[src/rtl/core/efsa_pkg.sv]
// Shared constants and types for the earliest-free-server assignment block.
`default_nettype none
package efsa_pkg;

  localparam int MAX_SERVERS_DEF = 16;

  localparam int NUM_W   = 5;
  localparam int TIME_W  = 17;
  localparam int SVC_W   = 8;
  localparam int IDXO_W  = 4;
  localparam int FREE_W  = 24;
  localparam int TOTAL_W = 40;
  localparam int COUNT_W = 20;
  localparam int DUR_W   = 14;
  localparam int CFG_IDX_W = 2;
  localparam int NCMP_W  = 8;

  localparam logic [TIME_W-1:0] OPEN_RESET  = 17'd28800;
  localparam logic [TIME_W-1:0] CLOSE_RESET = 17'd61200;
  localparam logic [NUM_W-1:0]  NUM_RESET   = 5'd1;
  localparam logic [5:0]        SEC_PER_MIN = 6'd60;

  localparam logic [FREE_W-1:0]  FREE_MAX  = {FREE_W{1'b1}};
  localparam logic [TOTAL_W-1:0] TOTAL_MAX = {TOTAL_W{1'b1}};
  localparam logic [COUNT_W-1:0] COUNT_MAX = {COUNT_W{1'b1}};

  typedef enum logic {
    OP_ARRIVE  = 1'b0,
    OP_RESTART = 1'b1
  } op_t;

  typedef enum logic [CFG_IDX_W-1:0] {
    CFG_NUM_SERVERS = 2'd0,
    CFG_OPEN_TIME   = 2'd1,
    CFG_CLOSE_TIME  = 2'd2
  } cfg_idx_t;

endpackage
`default_nettype wire

[src/rtl/core/efsa_ram.sv]
// Generic single-write, single-read RAM with registered read data.
`default_nettype none
module efsa_ram #(
  parameter int WIDTH = 8,
  parameter int DEPTH = 16,
  localparam int AW = (DEPTH > 1) ? $clog2(DEPTH) : 1
) (
  input  wire logic             clk,
  input  wire logic             wr_en,
  input  wire logic [AW-1:0]    wr_addr,
  input  wire logic [WIDTH-1:0] wr_data,
  input  wire logic             rd_en,
  input  wire logic [AW-1:0]    rd_addr,
  output logic      [WIDTH-1:0] rd_data
);

  logic [WIDTH-1:0] mem [DEPTH];

  always_ff @(posedge clk) begin
    if (wr_en) begin
      mem[wr_addr] <= wr_data;
    end
    if (rd_en) begin
      rd_data <= mem[rd_addr];
    end
  end

endmodule
`default_nettype wire

[src/rtl/core/earliest_free_server_assign.sv]
// Top level: earliest-free-server assignment with a sequential minimum scan.
// A customer is scanned with one free-time RAM read per server in use (N) through a
// single comparator, then passes the drain, the start/wait arithmetic and the commit
// states; a stalled output holds the commit, and no new beat is taken before it.
// Restart and late-arrival beats skip the scan; every result is registered at the commit.
// Synchronous active-low reset: all servers free at 28800, totals zero.
`default_nettype none
module earliest_free_server_assign
  import efsa_pkg::*;
#(
  parameter int MAX_SERVERS = MAX_SERVERS_DEF
) (
  input  wire logic                 clk,
  input  wire logic                 rst_n,
  input  wire logic                 in_valid,
  output logic                      in_stall,
  input  wire logic                 in_operation,
  input  wire logic [TIME_W-1:0]    in_arrival_time,
  input  wire logic [SVC_W-1:0]     in_service_minutes,
  output logic                      out_valid,
  input  wire logic                 out_stall,
  output logic                      out_served,
  output logic [IDXO_W-1:0]         out_server_index,
  output logic [FREE_W-1:0]         out_start_time,
  output logic [FREE_W-1:0]         out_wait_seconds,
  output logic [TOTAL_W-1:0]        out_total_wait,
  output logic [COUNT_W-1:0]        out_served_count,
  input  wire logic                 cfg_valid,
  output logic                      cfg_ready,
  input  wire logic [CFG_IDX_W-1:0] cfg_index,
  input  wire logic [TIME_W-1:0]    cfg_data
);

  localparam int IDX_W = (MAX_SERVERS > 1) ? $clog2(MAX_SERVERS) : 1;
  localparam logic [NCMP_W-1:0] MAX_CMP = NCMP_W'(MAX_SERVERS);
  localparam logic [IDX_W-1:0]  LAST_MAX = IDX_W'(MAX_SERVERS - 1);

  typedef enum logic [4:0] {
    S_IDLE  = 5'b00001,
    S_SCAN  = 5'b00010,
    S_DRAIN = 5'b00100,
    S_CALC  = 5'b01000,
    S_WRITE = 5'b10000
  } state_t;

  state_t state_r, state_nxt;

  logic [NUM_W-1:0]  num_servers_r;
  logic [TIME_W-1:0] open_time_r, close_time_r;

  logic               op_r, late_r;
  logic [TIME_W-1:0]  arr_r;
  logic [DUR_W-1:0]   dur_r;
  logic [IDX_W-1:0]   last_r, last_nxt;
  logic [IDX_W-1:0]   cnt_r;
  logic               rd_vld_r;
  logic [IDX_W-1:0]   rd_idx_r;
  logic [IDX_W-1:0]   best_idx_r;
  logic [FREE_W-1:0]  best_time_r;
  logic [FREE_W-1:0]  start_r, wait_r, newfree_r;
  logic [MAX_SERVERS-1:0] vld_r;
  logic [FREE_W-1:0]  base_r;
  logic [TOTAL_W-1:0] total_r;
  logic [COUNT_W-1:0] count_r;

  logic               out_valid_r, out_served_r;
  logic [IDXO_W-1:0]  out_idx_r;
  logic [FREE_W-1:0]  out_start_r, out_wait_r;
  logic [TOTAL_W-1:0] out_total_r;
  logic [COUNT_W-1:0] out_count_r;

  logic               accept, out_load, commit_serve, commit_restart;
  logic [FREE_W-1:0]  ram_q, cur_time;
  logic [FREE_W-1:0]  calc_start, calc_wait;
  logic [FREE_W:0]    free_sum;
  logic [TOTAL_W:0]   tot_sum;
  logic [TOTAL_W-1:0] tot_new;
  logic [COUNT_W-1:0] count_new;

  assign cfg_ready = 1'b1;
  assign in_stall  = (state_r != S_IDLE);
  assign accept    = in_valid && (state_r == S_IDLE);
  assign out_load  = (state_r == S_WRITE) && (!out_valid_r || !out_stall);
  assign commit_restart = out_load && (op_r == OP_RESTART);
  assign commit_serve   = out_load && (op_r == OP_ARRIVE) && !late_r;

  // Servers in use, clamped to 1..MAX_SERVERS, as a last index
  always_comb begin
    if (num_servers_r == '0) begin
      last_nxt = '0;
    end else if ({{(NCMP_W-NUM_W){1'b0}}, num_servers_r} > MAX_CMP) begin
      last_nxt = LAST_MAX;
    end else begin
      last_nxt = IDX_W'(num_servers_r - NUM_W'(1));
    end
  end

  efsa_ram #(
    .WIDTH (FREE_W),
    .DEPTH (MAX_SERVERS)
  ) u_free_ram (
    .clk     (clk),
    .wr_en   (commit_serve),
    .wr_addr (best_idx_r),
    .wr_data (newfree_r),
    .rd_en   (state_r == S_SCAN),
    .rd_addr (cnt_r),
    .rd_data (ram_q)
  );

  assign cur_time = vld_r[rd_idx_r] ? ram_q : base_r;

  always_comb begin
    if ({{(FREE_W-TIME_W){1'b0}}, arr_r} <= best_time_r) begin
      calc_start = best_time_r;
      calc_wait  = best_time_r - {{(FREE_W-TIME_W){1'b0}}, arr_r};
    end else begin
      calc_start = {{(FREE_W-TIME_W){1'b0}}, arr_r};
      calc_wait  = '0;
    end
    free_sum = {1'b0, calc_start} + {{(FREE_W+1-DUR_W){1'b0}}, dur_r};
  end

  assign tot_sum   = {1'b0, total_r} + {{(TOTAL_W+1-FREE_W){1'b0}}, wait_r};
  assign tot_new   = tot_sum[TOTAL_W] ? TOTAL_MAX : tot_sum[TOTAL_W-1:0];
  assign count_new = (count_r == COUNT_MAX) ? count_r : count_r + COUNT_W'(1);

  always_comb begin
    state_nxt = state_r;
    case (state_r)
      S_IDLE: begin
        if (accept) begin
          if (in_operation == OP_RESTART ||
              {{(FREE_W-TIME_W){1'b0}}, in_arrival_time} >
              {{(FREE_W-TIME_W){1'b0}}, close_time_r}) begin
            state_nxt = S_WRITE;
          end else begin
            state_nxt = S_SCAN;
          end
        end
      end
      S_SCAN:  if (cnt_r == last_r) state_nxt = S_DRAIN;
      S_DRAIN: state_nxt = S_CALC;
      S_CALC:  state_nxt = S_WRITE;
      S_WRITE: if (out_load) state_nxt = S_IDLE;
      default: state_nxt = S_IDLE;
    endcase
  end

  always_ff @(posedge clk) begin
    if (!rst_n) begin
      state_r       <= S_IDLE;
      num_servers_r <= NUM_RESET;
      open_time_r   <= OPEN_RESET;
      close_time_r  <= CLOSE_RESET;
      vld_r         <= '0;
      base_r        <= {{(FREE_W-TIME_W){1'b0}}, OPEN_RESET};
      total_r       <= '0;
      count_r       <= '0;
      rd_vld_r      <= 1'b0;
      out_valid_r   <= 1'b0;
    end else begin
      state_r <= state_nxt;

      if (cfg_valid) begin
        case (cfg_index)
          CFG_NUM_SERVERS: num_servers_r <= cfg_data[NUM_W-1:0];
          CFG_OPEN_TIME:   open_time_r   <= cfg_data;
          CFG_CLOSE_TIME:  close_time_r  <= cfg_data;
          default: ;
        endcase
      end

      rd_vld_r <= (state_r == S_SCAN);

      if (commit_restart) begin
        vld_r   <= '0;
        base_r  <= {{(FREE_W-TIME_W){1'b0}}, open_time_r};
        total_r <= '0;
        count_r <= '0;
      end else if (commit_serve) begin
        vld_r[best_idx_r] <= 1'b1;
        total_r <= tot_new;
        count_r <= count_new;
      end

      if (out_load) begin
        out_valid_r <= 1'b1;
      end else if (!out_stall) begin
        out_valid_r <= 1'b0;
      end
    end
  end

  // Datapath registers
  always_ff @(posedge clk) begin
    if (accept) begin
      op_r   <= in_operation;
      late_r <= ({{(FREE_W-TIME_W){1'b0}}, in_arrival_time} >
                 {{(FREE_W-TIME_W){1'b0}}, close_time_r});
      arr_r  <= in_arrival_time;
      dur_r  <= DUR_W'(in_service_minutes) * DUR_W'(SEC_PER_MIN);
      last_r <= last_nxt;
      cnt_r  <= '0;
    end else if (state_r == S_SCAN && cnt_r != last_r) begin
      cnt_r <= cnt_r + IDX_W'(1);
    end

    if (state_r == S_SCAN) begin
      rd_idx_r <= cnt_r;
    end

    if (rd_vld_r && (rd_idx_r == '0 || cur_time < best_time_r)) begin
      best_time_r <= cur_time;
      best_idx_r  <= rd_idx_r;
    end

    if (state_r == S_CALC) begin
      start_r   <= calc_start;
      wait_r    <= calc_wait;
      newfree_r <= free_sum[FREE_W] ? FREE_MAX : free_sum[FREE_W-1:0];
    end

    if (out_load) begin
      if (op_r == OP_RESTART) begin
        out_served_r <= 1'b0;
        out_idx_r    <= '0;
        out_start_r  <= '0;
        out_wait_r   <= '0;
        out_total_r  <= '0;
        out_count_r  <= '0;
      end else if (late_r) begin
        out_served_r <= 1'b0;
        out_idx_r    <= '0;
        out_start_r  <= '0;
        out_wait_r   <= '0;
        out_total_r  <= total_r;
        out_count_r  <= count_r;
      end else begin
        out_served_r <= 1'b1;
        out_idx_r    <= IDXO_W'({{IDXO_W{1'b0}}, best_idx_r});
        out_start_r  <= start_r;
        out_wait_r   <= wait_r;
        out_total_r  <= tot_new;
        out_count_r  <= count_new;
      end
    end
  end

  assign out_valid        = out_valid_r;
  assign out_served       = out_served_r;
  assign out_server_index = out_idx_r;
  assign out_start_time   = out_start_r;
  assign out_wait_seconds = out_wait_r;
  assign out_total_wait   = out_total_r;
  assign out_served_count = out_count_r;

endmodule
`default_nettype wire

[config.mk]
export PLATFORM = sky130hd
export DESIGN_NAME = earliest_free_server_assign
export DESIGN_NICKNAME = d
export VERILOG_FILES = /design/src/rtl/core/efsa_pkg.sv /design/src/rtl/core/efsa_ram.sv /design/src/rtl/core/earliest_free_server_assign.sv
export SDC_FILE = /design/constraint.sdc
export NUM_CORES = 1
export LEC_CHECK = 0
export BUFFER_PORTS_ARGS = -buffer_cell sky130_fd_sc_hd__buf_2
export CAP_MARGIN = 20
export CORE_AREA = 2 2 283 285
export DETAILED_ROUTE_END_ITERATION = 10
export DIE_AREA = 0 0 285 287
export GPL_ROUTABILITY_DRIVEN = 0
export MAX_ROUTING_LAYER = met4
export PLACE_DENSITY = 0.69
export SYNTH_ARGS = -nofsm -noshare
export SYNTH_HDL_FRONTEND = slang
export SYNTH_SLANG_ARGS = --single-unit
[constraint.sdc]
create_clock -name clk -period 8.1 [get_ports clk]
set_input_delay 1.215 -clock clk [delete_from_list [all_inputs] [get_ports clk]]
set_output_delay 1.215 -clock clk [all_outputs]
set_load 0.01 [all_outputs]
==> flow_summary.toml <==
[run_status]
outcome = "finished clean"

[sta]
postLayoutSetupSlackWorst_ps = 1770
finalSetupTns_ps = 0
finalSetupViolCount = 0
maxSlewViolCount = 0
worst_pin_slew_ps = 1114
max_freq_mhz = 158.0
hold_viol_final = 0
fin_crit_sh = 0.7815
finalClockSkew_ps = 29.66
rsz0062_at_grt = "no"
slew_headroom = 0.2555
min_period_ps = 6330

[synthesis]
yosysTopAreaCell = "edfxtp_1"
netlist_instances = 2498
netlist_area_um2 = 35220
synth_fa_ha_area_frac = 0.04888
syn_nets = 2676
yosys_register_bits = 803
synth_simple_gate_area_frac = 0.09542
synth_compound_area_frac = 0.08075
yosysSeqAreaShare = 0.6440
synth_xor_xnor_area_share = 0.01741
synth.distinct_cells = 79
synth-edff-count = 660
synth_top_area_frac = 0.5627
syn_avg_cell_area_um2 = 14.10
ys_async_sr_fraction = 0
synth.top_cells.by_area = "edfxtp_1 (56%), dfxtp_1 (8.1%), mux4_2 (8.0%), ha_1 (4.0%), nand2_1 (2.1%)"
synth.area.mux_share = 0.09027
synth_top_family_by_area = "simple AND/OR/NAND/NOR gates"
synthFlopType = "edfxtp_1"
yosys_warnings = 0

[clock_tree]
cts_buffers = 80
clkTransAtPathRegs_ps = 60
clk_latency_ps = 630
clock_sinks = 803
clk_path_buf_depth = 3
cts_tree = "done"
htree_num_levels = 3
cts_setup_buffers = 0
clk_root_buffer_cell = "clkbuf_16"
post_cts_resized = 0
cts-hold-fix-buffers = 0

[power]
p_int_w = 0.006800
seqPwrFrac = 0.517
comb_power_share = 0.063
switching_share = 0.2222
p_per_area_nw_per_um2 = 219.1
pwr-share-clk = 0.420
p_switching_w = 0.001943
leakage_nw = 13.79
ir_drop_uv = 143.2

[detailed_routing]
vias = 21900
wl_per_cell_um = 22.99
wl_mm = 86.76
via_per_inst = 5.804
drtPass1Iterations = 6
drc_errors = 0
ant_nets = 0
drt_iter0_drc = 2461

[run]
max_cap_viol_count = 0

[worst_setup_path]
path_max_fanout = 30
worst_ep_arrival_time_ps = 6660
critPathRequiredTime_ps = 8430
reg2reg_depth = 19
reg2reg_slack_ps = 1770
worstReg2RegEnd = "newfree_r[4]"
startpoint = "best_time_r[16]"
crit_type = "reg -> reg"
worst_setup_path_start_kind = "flop"
r2r-start = "best_time_r[16]"
end_kind = "flop"

[worst_hold_path]
min_path_type = "reg -> reg"
hp-start = "base_r[11]"
whs_endpoint = "base_r[11]"
min_path_cells = 2

[finish]
syn2layout_area_growth_pct = 13.30
nets = 2833
drive_gt1_frac = 0.1810

[global_routing]
grt_max_degree = 74
grt-ovfl-total = 0
antenna_found_initial = 8
grt_pass1_vias = 21760
grt_pass1_wl_mm = 132.0
track_usage = 0.2180

[placed_design]
io_buffers = 164
hpwl_mm = 55.80
dp_slack_ps = 2015

[floorplanning]
pin_count = 166
chipWidth_um = 285
rows = 103
die_y_um = 287
die_area_um2 = 81800
start_util = 0.4480
coreArea_um2 = 78610
power by group through the flow:
stage                     registers, W  logic, W  clock network [W]
final                          0.00452  0.000547            0.00368
after global routing           0.00452  0.000604            0.00390
after CTS                      0.00452  0.000542            0.00374
after detailed placement       0.00461  0.000535                  0
after global placement         0.00461  0.000514                  0
after floorplan                0.00460  0.000365                  0
worst max path at each step:
stage	endpoint	slack, ps
global placement	newfree_r[5]	2230
floorplan	u_free_ram.mem[0][0]	120
global route	newfree_r[4]	1440
CTS	newfree_r[4]	1890
finish	newfree_r[4]	1770
detailed placement	newfree_r[5]	2010
logic make-up after synthesis:
logic type                 count (synthesis)
xor gates and xnor gates                  70
buffers and inverters                    213
DFF                                      803
AOI/OAI and AO/OA                        433
adders and majority gates                128
muxes                                    159
and+or+nand+nor                          691
other                                      1
critical path: stages (launching register included):
cell and delay [ps]:
edfxtp_1 520, ha_1 280, or3_1 390, nand4b_1 410, nor2_1 280, nand2_1 160, o21a_1 260, buf_4 250
nand2_1 90, o21ai_0 200, ha_1 290, fa_1 420, a211oi_1 310, o21bai_1 180, a31oi_1 340, o21ai_0 210
o21ai_0 490, a21oi_2 160, nand2_1 560, o21ai_0 230
cell usage after synthesis (all sizes together), types with 12 or more instances:
cell    count
nand3      38
a21boi     37
inv        97
nand4      20
nor2b      13
edfxtp    660
fa         16
o21ai      99
mux4      125
a31oi      21
nand2b     14
o211ai     18
nor2      179
clkbuf     86
ha        112
a21oi     111
o21a       12
buf        30
xnor2      35
dfxtp     143
a211oi     27
mux2i      15
and3       13
a21o       34
and2       80
or3        25
xor2       35
nand2     200
mux2       19
nor3       61
a311oi     18
cell usage in the layout, fill, tap and decap left out, types with 24 or more instances in the layout:
cell,Yosys,layout
or3_1,25,25
nand3_1,38,38
buf_4,1,24
a21o_1,34,34
xor2_1,35,35
nand2_1,200,199
edfxtp_1,660,660
and2_1,77,76
o21ai_0,84,84
xnor2_1,35,35
inv_1,97,97
dfxtp_1,143,139
a211oi_1,27,27
nor2_1,179,166
buf_2,11,164
clkbuf_16,0,83
mux4_2,125,125
ha_1,112,112
nor3_1,57,52
a21boi_0,37,37
a21oi_1,109,109
per-stage QoR:
stage,cells,utilization,hold slack [ps],area [um2],total power (W)
final,3773,0.5076,460.2,39900,0.008743
after global routing,3773,0.5076,486.5,39900,0.009025
after CTS,3765,0.5067,467.9,39830,0.008798
after detailed placement,3620,0.4737,454.9,37240,0.005144
after global placement,3620,0.4737,446.8,37240,0.005122
after floorplan,2498,-,406.4,35230,0.004968
state kept, by name, indices dropped and copies added (netlist names), 24 cells and up:
| name | flops |
|---|---|
| u_free_ram.mem | 384 |
| out_total_wait | 40 |
| total_r | 40 |
| best_time_r | 24 |
| newfree_r | 24 |
| out_start_time | 24 |
| out_wait_seconds | 24 |
| start_r | 24 |
| u_free_ram.rd_data | 24 |
| wait_r | 24 |
cell type report:
| cell class | instances | area (um2) |
|---|---|---|
| Clock buffer | 108 | 2231 |
| Clock inverter | 37 | 365.4 |
| Multi-Input combinational cell | 1482 | 11870 |
| Tap cell | 1050 | 1314 |
| Sequential cell | 803 | 22690 |
| Timing Repair Buffer | 191 | 1061 |
| Fill cell | 6470 | 38710 |
| Antenna cell | 5 | 12.51 |
| Inverter | 97 | 364.1 |
routing by layer:
metal,GRT usage,vias up,wire length [um],part of all wire
li1,-,9802,-,-
met1,0.2810,11020,35370,0.41
met2,0.3628,911,43470,0.50
met3,0.02738,168,5635,0.065
met4,0.06636,0,2285,0.026
met5,-,-,0,0
Note: power is estimated with default switching activity, not from simulation.
